===== src/design/hrf_pkg.sv =====
`timescale 1ns / 1ps
// Shared types, codes and character tables for the HTTP request framer.
// No dependencies; imported by hrf_line_scan and http_request_framer.
package hrf_pkg;

  localparam int LEN_W          = 24;
  localparam int COUNT_BITS_DEF = 24;
  localparam int CFG_IDX_W      = 1;

  localparam logic [LEN_W-1:0] BODY_LIMIT_RST  = 24'd1048576;
  localparam logic [LEN_W-1:0] REQUEST_CAP_RST = 24'd1056768;
  localparam logic [LEN_W-1:0] LEN_MAX         = 24'hFF_FFFF;

  localparam logic [CFG_IDX_W-1:0] CFG_BODY_LIMIT  = 1'b0;
  localparam logic [CFG_IDX_W-1:0] CFG_REQUEST_CAP = 1'b1;

  localparam int VER_PREFIX_LEN = 7;
  localparam int NAME_LEN       = 14;

  // Bit positions in line_flags.
  localparam int LF_TOKEN = 0;
  localparam int LF_COLON = 0;
  localparam int LF_MISM  = 1;
  localparam int LF_NEG   = 2;

  localparam logic [7:0] CH_TAB   = 8'h09;
  localparam logic [7:0] CH_LF    = 8'h0A;
  localparam logic [7:0] CH_CR    = 8'h0D;
  localparam logic [7:0] CH_SP    = 8'h20;
  localparam logic [7:0] CH_PLUS  = 8'h2B;
  localparam logic [7:0] CH_MINUS = 8'h2D;
  localparam logic [7:0] CH_0     = 8'h30;
  localparam logic [7:0] CH_1     = 8'h31;
  localparam logic [7:0] CH_9     = 8'h39;
  localparam logic [7:0] CH_COLON = 8'h3A;
  localparam logic [7:0] CH_UC_A  = 8'h41;
  localparam logic [7:0] CH_UC_Z  = 8'h5A;

  typedef enum logic [1:0] {
    KIND_BODY     = 2'd0,
    KIND_HDR_DONE = 2'd1,
    KIND_REJECT   = 2'd2,
    KIND_CLOSED   = 2'd3
  } kind_t;

  typedef enum logic [1:0] {
    ERR_MALFORMED = 2'd0,
    ERR_VERSION   = 2'd1,
    ERR_CAP       = 2'd2
  } err_t;

  typedef enum logic [1:0] {
    VS_NONE   = 2'd0,
    VS_PREFIX = 2'd1,
    VS_HTTP10 = 2'd2,
    VS_HTTP11 = 2'd3
  } ver_state_t;

  typedef enum logic [1:0] {
    VAL_SKIP   = 2'd0,
    VAL_SIGN   = 2'd1,
    VAL_DIGITS = 2'd2,
    VAL_STOP   = 2'd3
  } val_state_t;

  typedef enum logic [3:0] {
    PH_LINE = 4'b0001,
    PH_HEAD = 4'b0010,
    PH_BODY = 4'b0100,
    PH_DONE = 4'b1000
  } phase_t;

  typedef struct packed {
    logic [1:0]       token_index;
    logic [3:0]       ver_pos;
    ver_state_t       ver_state;
    logic [3:0]       name_pos;
    logic [2:0]       line_flags;
    val_state_t       value_state;
    logic [LEN_W-1:0] length_accum;
    logic             length_found;
  } scan_t;

  typedef struct packed {
    logic [7:0] data_byte;
    logic       closed;
  } in_item_t;

  typedef struct packed {
    kind_t            kind;
    logic [7:0]       body_byte;
    logic             body_last;
    logic [LEN_W-1:0] content_length;
    logic             version_minor;
    err_t             error_code;
  } out_item_t;

  function automatic logic is_ws(input logic [7:0] c);
    return (c == CH_SP) || (c >= CH_TAB && c <= CH_CR);
  endfunction

  // "HTTP/1." one character at a time.
  function automatic logic [7:0] ver_lit(input logic [2:0] i);
    logic [7:0] c;
    unique case (i)
      3'd0:    c = 8'h48;
      3'd1:    c = 8'h54;
      3'd2:    c = 8'h54;
      3'd3:    c = 8'h50;
      3'd4:    c = 8'h2F;
      3'd5:    c = 8'h31;
      3'd6:    c = 8'h2E;
      default: c = 8'h00;
    endcase
    return c;
  endfunction

  // "content-length" one character at a time.
  function automatic logic [7:0] name_lit(input logic [3:0] i);
    logic [7:0] c;
    unique case (i)
      4'd0:    c = 8'h63;
      4'd1:    c = 8'h6F;
      4'd2:    c = 8'h6E;
      4'd3:    c = 8'h74;
      4'd4:    c = 8'h65;
      4'd5:    c = 8'h6E;
      4'd6:    c = 8'h74;
      4'd7:    c = 8'h2D;
      4'd8:    c = 8'h6C;
      4'd9:    c = 8'h65;
      4'd10:   c = 8'h6E;
      4'd11:   c = 8'h67;
      4'd12:   c = 8'h74;
      4'd13:   c = 8'h68;
      default: c = 8'h00;
    endcase
    return c;
  endfunction

endpackage


===== src/design/http_request_framer.sv =====
`timescale 1ns / 1ps
// Channel   | Direction | Handshake            | Payload
// in        | input     | in_valid / in_stall   | in_data  (data_byte, closed)
// out       | output    | out_valid / out_stall | out_data (kind .. error_code)
// cfg       | input     | cfg_we               | cfg_index, cfg_data
//
// One byte is taken per clock while in_stall is low; each transaction gives at
// most one result, held in the output register from the cycle after. The limit
// is the single byte scan that updates the header state. in_stall rises only
// while a result waits in the output register and out_stall is high. rst_n is
// synchronous and clears the parse state and reloads the register defaults.
//
// Top level of the HTTP request framer. Depends on hrf_pkg and hrf_line_scan.
module http_request_framer #(
  parameter int COUNT_BITS = hrf_pkg::COUNT_BITS_DEF
) (
  input  logic                           clk,
  input  logic                           rst_n,
  input  logic                           in_valid,
  output logic                           in_stall,
  input  hrf_pkg::in_item_t              in_data,
  output logic                           out_valid,
  input  logic                           out_stall,
  output hrf_pkg::out_item_t             out_data,
  input  logic                           cfg_we,
  input  logic [hrf_pkg::CFG_IDX_W-1:0]  cfg_index,
  input  logic [hrf_pkg::LEN_W-1:0]      cfg_data
);
  import hrf_pkg::*;

  localparam int CMP_W = (COUNT_BITS > LEN_W) ? COUNT_BITS : LEN_W;
  localparam logic [COUNT_BITS-1:0] CNT_MAX = '1;

  logic [LEN_W-1:0]      body_limit_r, request_cap_r;
  phase_t                phase_r, phase_nxt;
  scan_t                 scan_r, scan_nxt, scan_upd;
  logic [1:0]            crlf_r, crlf_nxt;
  logic [COUNT_BITS-1:0] byte_total_r, byte_total_nxt, total_inc;
  logic [LEN_W-1:0]      body_rem_r, body_rem_nxt, rem_dec, hdr_len;
  logic                  out_valid_r, out_valid_nxt;
  out_item_t             out_data_r, res;
  logic                  produce, accept;
  logic                  line_end, hdr_end, cap_before, cap_after, hdr_last;
  logic [7:0]            c;

  assign accept    = in_valid && !in_stall;
  assign in_stall  = out_valid_r && out_stall;
  assign out_valid = out_valid_r;
  assign out_data  = out_data_r;
  assign c         = in_data.data_byte;

  assign line_end  = (c == CH_LF) && crlf_r[0];
  assign hdr_end   = line_end && (crlf_r == 2'd3);
  assign total_inc = (byte_total_r == CNT_MAX) ? byte_total_r
                                               : byte_total_r + COUNT_BITS'(1);
  assign rem_dec   = (body_rem_r != '0) ? body_rem_r - LEN_W'(1) : body_rem_r;
  assign cap_before = CMP_W'(byte_total_r) >= CMP_W'(request_cap_r);
  assign cap_after  = CMP_W'(total_inc) >= CMP_W'(request_cap_r);
  assign hdr_len   = !scan_r.length_found ? '0 :
                     (scan_r.length_accum < body_limit_r) ? scan_r.length_accum : body_limit_r;
  assign hdr_last  = (hdr_len == '0) || cap_after;

  hrf_line_scan u_scan (
    .scan_i     (scan_r),
    .byte_i     (c),
    .line_end_i (line_end),
    .req_line_i (phase_r == PH_LINE),
    .scan_o     (scan_upd)
  );

  always_comb begin
    phase_nxt      = phase_r;
    scan_nxt       = scan_r;
    crlf_nxt       = crlf_r;
    byte_total_nxt = byte_total_r;
    body_rem_nxt   = body_rem_r;
    produce        = 1'b0;
    res            = '0;
    if (accept) begin
      if (in_data.closed) begin
        if (phase_r != PH_DONE) begin
          produce  = 1'b1;
          res.kind = KIND_CLOSED;
        end
        phase_nxt      = PH_LINE;
        scan_nxt       = '0;
        crlf_nxt       = '0;
        byte_total_nxt = '0;
        body_rem_nxt   = '0;
      end else begin
        unique case (phase_r)
          PH_BODY: begin
            byte_total_nxt = total_inc;
            body_rem_nxt   = rem_dec;
            produce        = 1'b1;
            res.kind       = KIND_BODY;
            res.body_byte  = c;
            res.body_last  = (rem_dec == '0) || cap_after;
            if (res.body_last) begin
              phase_nxt = PH_DONE;
            end
          end
          PH_LINE, PH_HEAD: begin
            if (cap_before) begin
              produce        = 1'b1;
              res.kind       = KIND_REJECT;
              res.error_code = ERR_CAP;
              phase_nxt      = PH_DONE;
            end else begin
              byte_total_nxt = total_inc;
              if (c == CH_CR) begin
                crlf_nxt = (crlf_r == 2'd2) ? 2'd3 : 2'd1;
              end else if (line_end) begin
                crlf_nxt = (crlf_r == 2'd1) ? 2'd2 : 2'd0;
              end else begin
                crlf_nxt = 2'd0;
              end
              if (phase_r == PH_HEAD && hdr_end) begin
                // Header complete: the verdict stands even on the byte at the cap.
                produce = 1'b1;
                if (scan_r.token_index != 2'd3) begin
                  res.kind       = KIND_REJECT;
                  res.error_code = ERR_MALFORMED;
                  phase_nxt      = PH_DONE;
                end else if (scan_r.ver_state == VS_NONE || scan_r.ver_state == VS_PREFIX) begin
                  res.kind       = KIND_REJECT;
                  res.error_code = ERR_VERSION;
                  phase_nxt      = PH_DONE;
                end else begin
                  res.kind           = KIND_HDR_DONE;
                  res.body_last      = hdr_last;
                  res.content_length = hdr_len;
                  res.version_minor  = (scan_r.ver_state == VS_HTTP11);
                  body_rem_nxt       = hdr_len;
                  phase_nxt          = hdr_last ? PH_DONE : PH_BODY;
                end
              end else begin
                scan_nxt = scan_upd;
                if (phase_r == PH_LINE && line_end) begin
                  phase_nxt = PH_HEAD;
                end
                if (cap_after) begin
                  produce        = 1'b1;
                  res.kind       = KIND_REJECT;
                  res.error_code = ERR_CAP;
                  phase_nxt      = PH_DONE;
                end
              end
            end
          end
          default: begin
            phase_nxt = phase_r;
          end
        endcase
      end
    end
  end

  always_comb begin
    if (accept && produce) begin
      out_valid_nxt = 1'b1;
    end else if (out_valid_r && !out_stall) begin
      out_valid_nxt = 1'b0;
    end else begin
      out_valid_nxt = out_valid_r;
    end
  end

  always_ff @(posedge clk) begin
    if (!rst_n) begin
      body_limit_r  <= BODY_LIMIT_RST;
      request_cap_r <= REQUEST_CAP_RST;
      phase_r       <= PH_LINE;
      scan_r        <= '0;
      crlf_r        <= '0;
      byte_total_r  <= '0;
      body_rem_r    <= '0;
      out_valid_r   <= 1'b0;
    end else begin
      if (cfg_we) begin
        unique case (cfg_index)
          CFG_BODY_LIMIT:  body_limit_r  <= cfg_data;
          CFG_REQUEST_CAP: request_cap_r <= cfg_data;
          default:         body_limit_r  <= body_limit_r;
        endcase
      end
      phase_r      <= phase_nxt;
      scan_r       <= scan_nxt;
      crlf_r       <= crlf_nxt;
      byte_total_r <= byte_total_nxt;
      body_rem_r   <= body_rem_nxt;
      out_valid_r  <= out_valid_nxt;
    end
  end

  always_ff @(posedge clk) begin
    if (accept && produce) begin
      out_data_r <= res;
    end
  end

`ifndef SYNTHESIS
  // In the body phase there is always at least one byte still owed.
  a_body_owed: assert property (@(posedge clk) disable iff (!rst_n)
    phase_r == PH_BODY |-> body_rem_r != '0)
    else $error("body phase entered with nothing left to forward");

  // A finished request produces nothing until the connection closes.
  a_done_silent: assert property (@(posedge clk) disable iff (!rst_n)
    (accept && !in_data.closed && phase_r == PH_DONE) |-> !produce)
    else $error("result produced after completion");

  // Body bytes come only from the body phase.
  a_body_phase: assert property (@(posedge clk) disable iff (!rst_n)
    (produce && res.kind == KIND_BODY) |-> phase_r == PH_BODY)
    else $error("body byte outside the body phase");

  // Headers done without a last mark must open the body phase.
  a_hdr_to_body: assert property (@(posedge clk) disable iff (!rst_n)
    (produce && res.kind == KIND_HDR_DONE && !res.body_last) |=> phase_r == PH_BODY)
    else $error("headers done did not start the body");

  // A close clears the connection state.
  a_close_reset: assert property (@(posedge clk) disable iff (!rst_n)
    (accept && in_data.closed) |=> (phase_r == PH_LINE && byte_total_r == '0))
    else $error("close did not reset the connection state");
`endif

endmodule


===== src/design/hrf_line_scan.sv =====
`timescale 1ns / 1ps
// Per-byte scanner for the request line and header lines: token count, version
// match, content-length name match and value parsing. Depends on hrf_pkg.
module hrf_line_scan (
  input  hrf_pkg::scan_t scan_i,
  input  logic [7:0]     byte_i,
  input  logic           line_end_i,
  input  logic           req_line_i,
  output hrf_pkg::scan_t scan_o
);
  import hrf_pkg::*;

  logic [7:0]       lc;
  logic [3:0]       digit;
  logic [LEN_W+3:0] accum_x10;

  always_comb begin
    lc = (byte_i >= CH_UC_A && byte_i <= CH_UC_Z) ? byte_i + 8'd32 : byte_i;
    digit = 4'(byte_i - CH_0);
    accum_x10 = {scan_i.length_accum, 3'b000} + {3'b000, scan_i.length_accum, 1'b0}
                + {{(LEN_W){1'b0}}, digit};
  end

  always_comb begin
    scan_o = scan_i;
    if (req_line_i) begin
      if (line_end_i) begin
        scan_o.line_flags  = '0;
        scan_o.name_pos    = '0;
        scan_o.value_state = VAL_SKIP;
      end else if (is_ws(byte_i)) begin
        if (scan_i.line_flags[LF_TOKEN]) begin
          scan_o.line_flags = '0;
          if (scan_i.token_index != 2'd3) begin
            scan_o.token_index = scan_i.token_index + 2'd1;
          end
        end
      end else begin
        if (!scan_i.line_flags[LF_TOKEN]) begin
          scan_o.line_flags = 3'b001;
          if (scan_i.token_index == 2'd2) begin
            scan_o.ver_state = VS_PREFIX;
            scan_o.ver_pos   = '0;
          end
        end
        // The third token is checked against the version strings as it arrives.
        if (scan_i.token_index == 2'd2) begin
          if (scan_o.ver_state == VS_PREFIX) begin
            if (scan_o.ver_pos < 4'(VER_PREFIX_LEN)) begin
              if (byte_i == ver_lit(scan_o.ver_pos[2:0])) begin
                scan_o.ver_pos = scan_o.ver_pos + 4'd1;
              end else begin
                scan_o.ver_state = VS_NONE;
              end
            end else begin
              scan_o.ver_state = (byte_i == CH_1) ? VS_HTTP11 :
                                 (byte_i == CH_0) ? VS_HTTP10 : VS_NONE;
              scan_o.ver_pos   = 4'(VER_PREFIX_LEN + 1);
            end
          end else if (scan_o.ver_state == VS_HTTP10 || scan_o.ver_state == VS_HTTP11) begin
            scan_o.ver_state = VS_NONE;
          end
        end
      end
    end else begin
      if (line_end_i) begin
        scan_o.line_flags  = '0;
        scan_o.name_pos    = '0;
        scan_o.value_state = VAL_SKIP;
      end else if (!scan_i.line_flags[LF_COLON]) begin
        if (byte_i == CH_COLON) begin
          scan_o.line_flags[LF_COLON] = 1'b1;
          if (!scan_i.line_flags[LF_MISM] && scan_i.name_pos == 4'(NAME_LEN)
              && !scan_i.length_found) begin
            scan_o.length_found = 1'b1;
            scan_o.length_accum = '0;
            scan_o.value_state  = VAL_SKIP;
          end else begin
            scan_o.value_state = VAL_STOP;
          end
        end else if (scan_i.name_pos < 4'(NAME_LEN) && lc == name_lit(scan_i.name_pos)) begin
          scan_o.name_pos = scan_i.name_pos + 4'd1;
        end else begin
          scan_o.line_flags[LF_MISM] = 1'b1;
        end
      end else if (scan_i.value_state != VAL_STOP) begin
        if (byte_i >= CH_0 && byte_i <= CH_9) begin
          scan_o.value_state = VAL_DIGITS;
          // A negative value ends as zero, so its digits are not accumulated.
          if (!scan_i.line_flags[LF_NEG]) begin
            scan_o.length_accum = (accum_x10 > (LEN_W+4)'(LEN_MAX)) ? LEN_MAX
                                                                    : accum_x10[LEN_W-1:0];
          end
        end else if (scan_i.value_state == VAL_SKIP && is_ws(byte_i)) begin
          scan_o.value_state = VAL_SKIP;
        end else if (scan_i.value_state == VAL_SKIP && byte_i == CH_PLUS) begin
          scan_o.value_state = VAL_SIGN;
        end else if (scan_i.value_state == VAL_SKIP && byte_i == CH_MINUS) begin
          scan_o.value_state = VAL_SIGN;
          scan_o.line_flags[LF_NEG] = 1'b1;
        end else begin
          scan_o.value_state = VAL_STOP;
        end
      end
    end
  end

endmodule

===== config.mk =====
export PLATFORM = sky130hd
export DESIGN_NAME = http_request_framer
export DESIGN_NICKNAME = d
export VERILOG_FILES = /design/src/design/hrf_pkg.sv /design/src/design/http_request_framer.sv /design/src/design/hrf_line_scan.sv
export SDC_FILE = /design/constraint.sdc
export NUM_CORES = 1
export LEC_CHECK = 0
export BUFFER_PORTS_ARGS = -buffer_cell sky130_fd_sc_hd__buf_4
export CAP_MARGIN = 20
export CORE_ASPECT_RATIO = 1.2
export CORE_MARGIN = 4
export CORE_UTILIZATION = 25
export CTS_CLUSTER_DIAMETER = 60
export DETAILED_ROUTE_END_ITERATION = 6
export HOLD_SLACK_MARGIN = 0.08
export PLACE_DENSITY_LB_ADDON = 0.1
export SLEW_MARGIN = 20
export SYNTH_ARGS = -nofsm -noshare
export SYNTH_HDL_FRONTEND = slang
export SYNTH_HIERARCHICAL = 1
export SYNTH_SLANG_ARGS = --single-unit

===== constraint.sdc =====
create_clock -name clk -period 6.1 [get_ports clk]
set_input_delay 1.22 -clock clk [delete_from_list [all_inputs] [get_ports clk]]
set_output_delay 1.22 -clock clk [all_outputs]
set_load 0.05 [all_outputs]

---- Word level (Yosys, flattened, before mapping) ----
Memories as Yosys holds them, arrays and structs flattened. A register that Yosys moved wholly into a read port is not among the register bits.
Cells that the tools add are included.
word-level totals
  output and inout bits ................... 40
  memory bits (read-only) ................. 112
  memories kept ........................... 1
  register bits ........................... 183
memories
  memory            words  bits a word  rd ports  clocked after Yosys merged registers in  wr ports  line            RTL
  (name not given)  16     7            1         1                                        0         hrf_pkg.sv:121  unique case (i)
cells by class
  add/sub/neg operators ................... 9
  order comparisons ....................... 12
  reduce and logical (&&, ||, !) cells .... 70
  mux-type cells .......................... 129
  equality and inequality tests ........... 62
  bitwise gates (word level) .............. 5
operators with widths
  kind                                                             number
  2-to-1 mux 24 bit                                                14
  2-to-1 mux 42 bit                                                4
  2-to-1 mux 26 bit                                                6
  2-to-1 mux 8 bit                                                 13
  one-hot mux 24 bit (2 select lines)                              2
  2-to-1 mux 25 bit                                                3
  2-to-1 mux 4 bit                                                 17
  2-to-1 mux 2 bit                                                 32
  == test 8 x 6 -> 1 bit, second input constant                    6
  greater-or-equal comparator 24 bit                               2
  logical NOT 24 bit                                               2
  2-to-1 mux 6 bit                                                 8
  one-hot mux 7 bit (6 select lines)                               1
  adder 27 x 25 -> 28 bit                                          1
  adder 28 x 4 -> 28 bit                                           1
  greater-than comparator 28 x 24 -> 1 bit, second input constant  1
  2-to-1 mux 28 bit                                                1
  AND reduction 9 bit                                              3
  adder 24 x 1 -> 24 bit, second input constant                    1
  == test 24 bit, second input constant                            1
  less-than comparator 24 bit                                      1
  != test 3 bit, second input constant                             8
  nonzero test 24 bit                                              1
  subtractor 24 x 1 -> 24 bit, second input constant               1
  other kinds (56)                                                 157

---- Depth between registers and ports, before layout ----
  depth after elaboration ................. 29
  mapped depth ............................ 18
  gate-level depth less buffers ........... 17

---- By module ----
The synthesis kept the hierarchy.
modules (own cells, without submodules)
  module               area an instance (µm²)  instances  cells each
  http_request_framer  10747.8                 1          1260
  hrf_line_scan        3415.8                  1          504

---- Worst setup path after synthesis ----
No wires, ideal clock.
  kind .................................... register -> register
  start point ............................. register byte_total_r[19]
  end point ............................... register out_data_r (netlist bit out_data[0]) (enable)
  data arrival time ....................... 5139 ps
  period minus slack after synthesis ...... 5585 ps
  slack ................................... 515 ps
  cell stages (with the launch flop) ...... 18
  setup time .............................. 446 ps
  path through ............................ dfxtp_1 nand4_1 or3_1 or3_1 clkbuf_1 and3_1 nand2_1 nor3_1 or2_1 ha_1 a21oi_1 o21ai_1 a41o_1 nand3_1 o21a_1 nand3_1 o21bai_1 a21oi_1
on the way
  word-level cells in the longest chain between the ends .. 10
  elaborated cells on any way between the ends .. 12
  classes of those cells .................. add/sub (1); order compare (2); eq/ne (1); mux (7); reduce/logical (1)
ends and longest elaborated chain
  element                                                   line                                                  RTL
  start: declaration                                        http_request_framer.sv:38                             logic [COUNT_BITS-1:0] byte_total_r, byte_total_nxt, total_inc;
  start signal: assignment                                  http_request_framer.sv:190                            byte_total_r <= byte_total_nxt;
  adder 24 x 1 -> 24 bit or == test 24 bit (tied branches)  http_request_framer.sv:55, http_request_framer.sv:54
  2-to-1 mux 24 bit                                         http_request_framer.sv:54                             assign total_inc = (byte_total_r == CNT_MAX) ? byte_total_r
  greater-or-equal comparator 24 bit                        http_request_framer.sv:58                             assign cap_after = CMP_W'(total_inc) >= CMP_W'(request_cap_r);
  2-to-1 mux 1 bit                                          http_request_framer.sv:142                            if (cap_after) begin
  2-to-1 mux 1 bit                                          http_request_framer.sv:118                            if (phase_r == PH_HEAD && hdr_end) begin
  2-to-1 mux 1 bit (*)                                      http_request_framer.sv:104                            if (cap_before) begin
  one-hot mux 1 bit (2 select lines) (*)                    http_request_framer.sv:91                             unique case (phase_r)
  2-to-1 mux 1 bit (*)                                      http_request_framer.sv:80                             if (in_data.closed) begin
  2-to-1 mux 1 bit (*)                                      http_request_framer.sv:79                             if (accept) begin
  logical AND 1 bit (*)                                     http_request_framer.sv:197                            if (accept && produce) begin
  end signal: assignment                                    http_request_framer.sv:198                            out_data_r <= res;
  end: declaration                                          http_request_framer.sv:41                             out_item_t out_data_r, res;
Mark *: on every way between the ends. The rest lies on a longest branch, timed or not.
A chain may end at the register's enable or synchronous reset.

---- Final worst setup path ----
  start point ............................. register byte_total_r[19]
  end point ............................... register out_data_r (netlist bit out_data[20]) (enable)
The elaborated chain is that of the path after synthesis.

==> implementation parameters <==
Parameter                              Value

Critical path
  Endpoint of the lowest-slack register-to-register path ... out_data[20]
  Nature of the critical path endpoint ... flip-flop
  Worst endpoint data arrival time ... 5.28 ns
  Startpoint type of the worst setup path ... flip-flop
  Critical path data required time ... 6.32 ns
  Beginning of the worst register-to-register path ... byte_total_r[19]
  Flop2flop setup slack ... 1.04 ns
  Worst Reg-to-Reg Cells ... 17
  Maximum fanout count along the critical path ... 18
  WS Path Type ... reg -> reg

Worst hold path
  Hold crit path type ... reg -> reg
  Worst hold start ... request_cap_r[2]
  Endpoint of the worst hold-timing path ... request_cap_r[2]
  Hold Crit Depth ... 2

CTS
  Number of H-tree levels ... 4
  Maximum number of buffers from clock root to sink ... 2
  Total clock buffers created by CTS ... 17
  Number of gates resized after CTS ... 0
  Number of setup buffers added after CTS ... 0
  TritonCTS clock tree ... built
  Clock Latency Late Sink ... 0.49 ns
  Clock-pin slew of the registers on the worst-case setup and hold paths ... 0.08 ns
  Root cell of the clock tree ... clkbuf_16
  TritonCTS Sinks ... 183
  Hold buffer count at cts ... 0

Synth
  Number of enable-type register cells in the synthesized netlist ... 38
  Unique masters post-synth ... 92
  Netlist area before placement ... 14160 sq um
  Post-synth top area share ... 0.2049
  Ys Warns ... 6
  Async set or reset register ratio after synthesis ... 0
  Prevailing post-synth register cell ... dfxtp_1
  Cells taking the most area after synthesis ... dfxtp_1 20%, ha_1 12%, edfxtp_1 8.1%, nand2_1 7.3%, a21oi_1 3.5%
  Area leader, netlist ... dfxtp_1
  Average instance area after synthesis ... 8.029 sq um
  Sequential element share of the synthesized area ... 0.2855
  Post-synthesis register bit count ... 183
  Total nets after synthesis ... 1939
  Post-synthesis cell count ... 1764

Final layout
  Area of all placed cells without fillers ... 16060 sq um
  Fraction of final layout cells with drive strength greater than 1 ... 0.09455
  Layout-stage area growth over the synthesis result ... 13.41%
  Net count, final ... 1960
  Antenna Diode Count ... 0
  Core Util, Final ... 0.2863

GRT
  Met1 Use GR ... 0.2246
  Met2 demand-to-capacity share in global routing ... 0.3024
  Wire length of the first global-routing pass ... 81240 microns
  Maximum number of pins on one net before global-route repair ... 64
  Global router's overall resource usage ... 0.1755
  Highest-utilization routing layer at the global route stage ... met2
  GR Util met3 ... 0.02864
  Initial antenna violation count ... 1
  Total congestion overflow ... 0
  Vias in the first global route ... 12980

Place
  Post-place instance area ... 15470 sq um
  Port Buffer Count ... 78
  Detailed-placement wirelength estimate ... 39640 microns
  Final estimated routing congestion in global placement ... 0.8620

STA
  Setup repair after global routing missed its margin ... no
  Final Skew ... 0.01316 ns
  Fraction of the cycle the final worst path needs ... 0.8290
  Slew HR ... 0.2623
  Slew Viols, Final ... 0
  Measured slew at the worst slew-check pin ... 1.106 ns
  Highest clock rate ... 197.8 MHz
  # setup viols final ... 0
  Final hold violations ... 0
  Setup TNS ... 0 ns
  Minimum clock period after layout ... 5.057 ns

Pwr
  Worst IR drop on VDD ... 0.1780 mV
  Leak Pwr ... 6.316 nW
  Cell Pwr Density ... 202.2 nW/um^2

Die
  DIE WIDTH ... 225.3 microns
  Number of rows created at floorplan ... 95
  Die Ht ... 268.7 microns
  Total I/O pin count ... 79
  Die area ... 60540 sq um
  Area of the core ... 56100 sq um
  Starting density of the core ... 0.2525

Run
  Reported max-cap violation count ... 0

Routing
  Total length of routed wires ... 53730 microns
  DRT antenna net count ... 0
  Routed length per instance ... 21.28 microns
  Number of DRC markers after the initial detailed-route iteration ... 913
  Number of vias in the routed layout ... 13300
  Count of TritonRoute iterations in the first routing pass ... 5
  Number of vias per cell after detailed routing ... 5.267
  Count of unresolved DRC violations after routing ... 0

Outcome
  Outcome ... complete, no violations
[cell usage in the layout (no fill, tap or decap), types with 7 or more instances in the layout]
master,count
a211oi_1,23
a21boi_0,45
a21boi_1,45
a21o_1,13
a21oi_1,99
a22oi_1,7
a32o_1,11
and2_1,21
and3_1,13
and4_1,10
buf_4,99
clkbuf_16,18
dfxtp_1,145
edfxtp_1,38
ha_1,134
inv_1,77
mux2i_1,33
nand2_1,274
nand2b_1,23
nand3_1,31
nand3b_1,49
nand4_1,29
nor2_1,90
nor2b_1,13
nor3_1,65
nor3b_1,9
nor4_1,20
o211ai_1,14
o21a_1,12
o21ai_0,48
o21ai_1,27
o221ai_1,12
o22ai_1,24
o32a_1,9
or2_2,9
or3_1,19
xnor2_1,34
xor2_1,17
[where the power goes]
group	total, W	internal [W]	switching [W]
combinational	0.000754	0.000255	0.000499
clock	0.00117	0.000577	0.000596
sequential	0.00132	0.00128	0.0000439
[state kept, by name (all words and copies together) (netlist names)]
| register | flops |
|---|---|
| scan_r | 42 |
| body_limit_r | 24 |
| out_valid | 1 |
| phase_r | 4 |
| crlf_r | 2 |
| body_rem_r | 24 |
| request_cap_r | 24 |
| byte_total_r | 24 |
| out_data | 38 |
[cell families (layout without fill, tap and decap cells)]
kind of cell / after synthesis / count (layout) / share of synthesized area
fa+ha+maj: 136 / 136 / 0.1212
buf+inv: 174 / 208 / 0.04832
compound gates: 466 / 466 / 0.2270
mux: 37 / 37 / 0.02650
flops: 183 / 183 / 0.2855
simple gates: 717 / 717 / 0.2599
xor+xnor: 51 / 51 / 0.03154
[critical path, cell delays in order (launching register included)]
cell and delay, ns:
dfxtp_1 0.45, nand4_1 0.20, or3_1 0.46, or3_1 0.49
and3_1 0.30, nand2_1 0.20, nor3_1 0.08, or2_1 0.21
ha_1 0.29, a21oi_1 0.13, o21ai_1 0.11, a211o_1 0.27
a41oi_1 0.20, o21a_1 0.31, nand3_1 0.21, o21bai_1 0.34
a21oi_4 0.21, buf_4 0.32
[final cells by class]
class                      count  area (sq um)
clock buffer                  19         464.2
clock inverter                13         126.4
fill                        6074         40040
inverter                      77         289.0
multi-input combinational   1407          9487
sequential                   183          4044
tap                          727         909.6
timing repair buffer          99         743.2
[Yosys cell counts, types with 45 or more instances]
cell type and n:
a21boi_1 45, nand2_1 274, clkbuf_1 84, inv_1 77, nor3_1 66, nand3b_1 49
nor2_1 91, o21ai_0 48, ha_1 134, a21oi_1 100, dfxtp_1 145, a21boi_0 45
[worst max-delay path by stage]
stage	start	endpoint	slack (ns)	depth (start not counted)
6_report	byte_total_r[19]	out_data[20]	1.04	17
4_1_cts	byte_total_r[19]	out_data[20]	1.03	17
5_1_grt	byte_total_r[19]	out_data[20]	0.64	17
2_1_floorplan	byte_total_r[19]	out_data[0]	0.52	17
3_5_place_dp	byte_total_r[19]	out_data[3]	1.06	17
3_3_place_gp	byte_total_r[19]	out_data[3]	1.17	17
[metal layers]
layer | vias to the layer above | wire length, microns
li1 | 6514 | -
met1 | 6462 | 24040
met2 | 261 | 26210
met3 | 61 | 1997
met4 | 0 | 1488
met5 | - | 0
[metrics by stage]
stage / hold slack [ns] / setup slack (ns) / total power, W / cells
final: 0.4673 / 1.043 / 0.003248 / 2525
after floorplan: 0.4339 / 0.5150 / 0.001846 / 1764
after detailed placement: 0.4600 / 1.056 / 0.002106 / 2493
after CTS: 0.4714 / 1.033 / 0.003303 / 2525
after global routing: 0.4926 / 0.6356 / 0.003411 / 2525
after global placement: 0.4559 / 1.166 / 0.002105 / 2493
No activity file was read; power rests on OpenSTA's default activity.
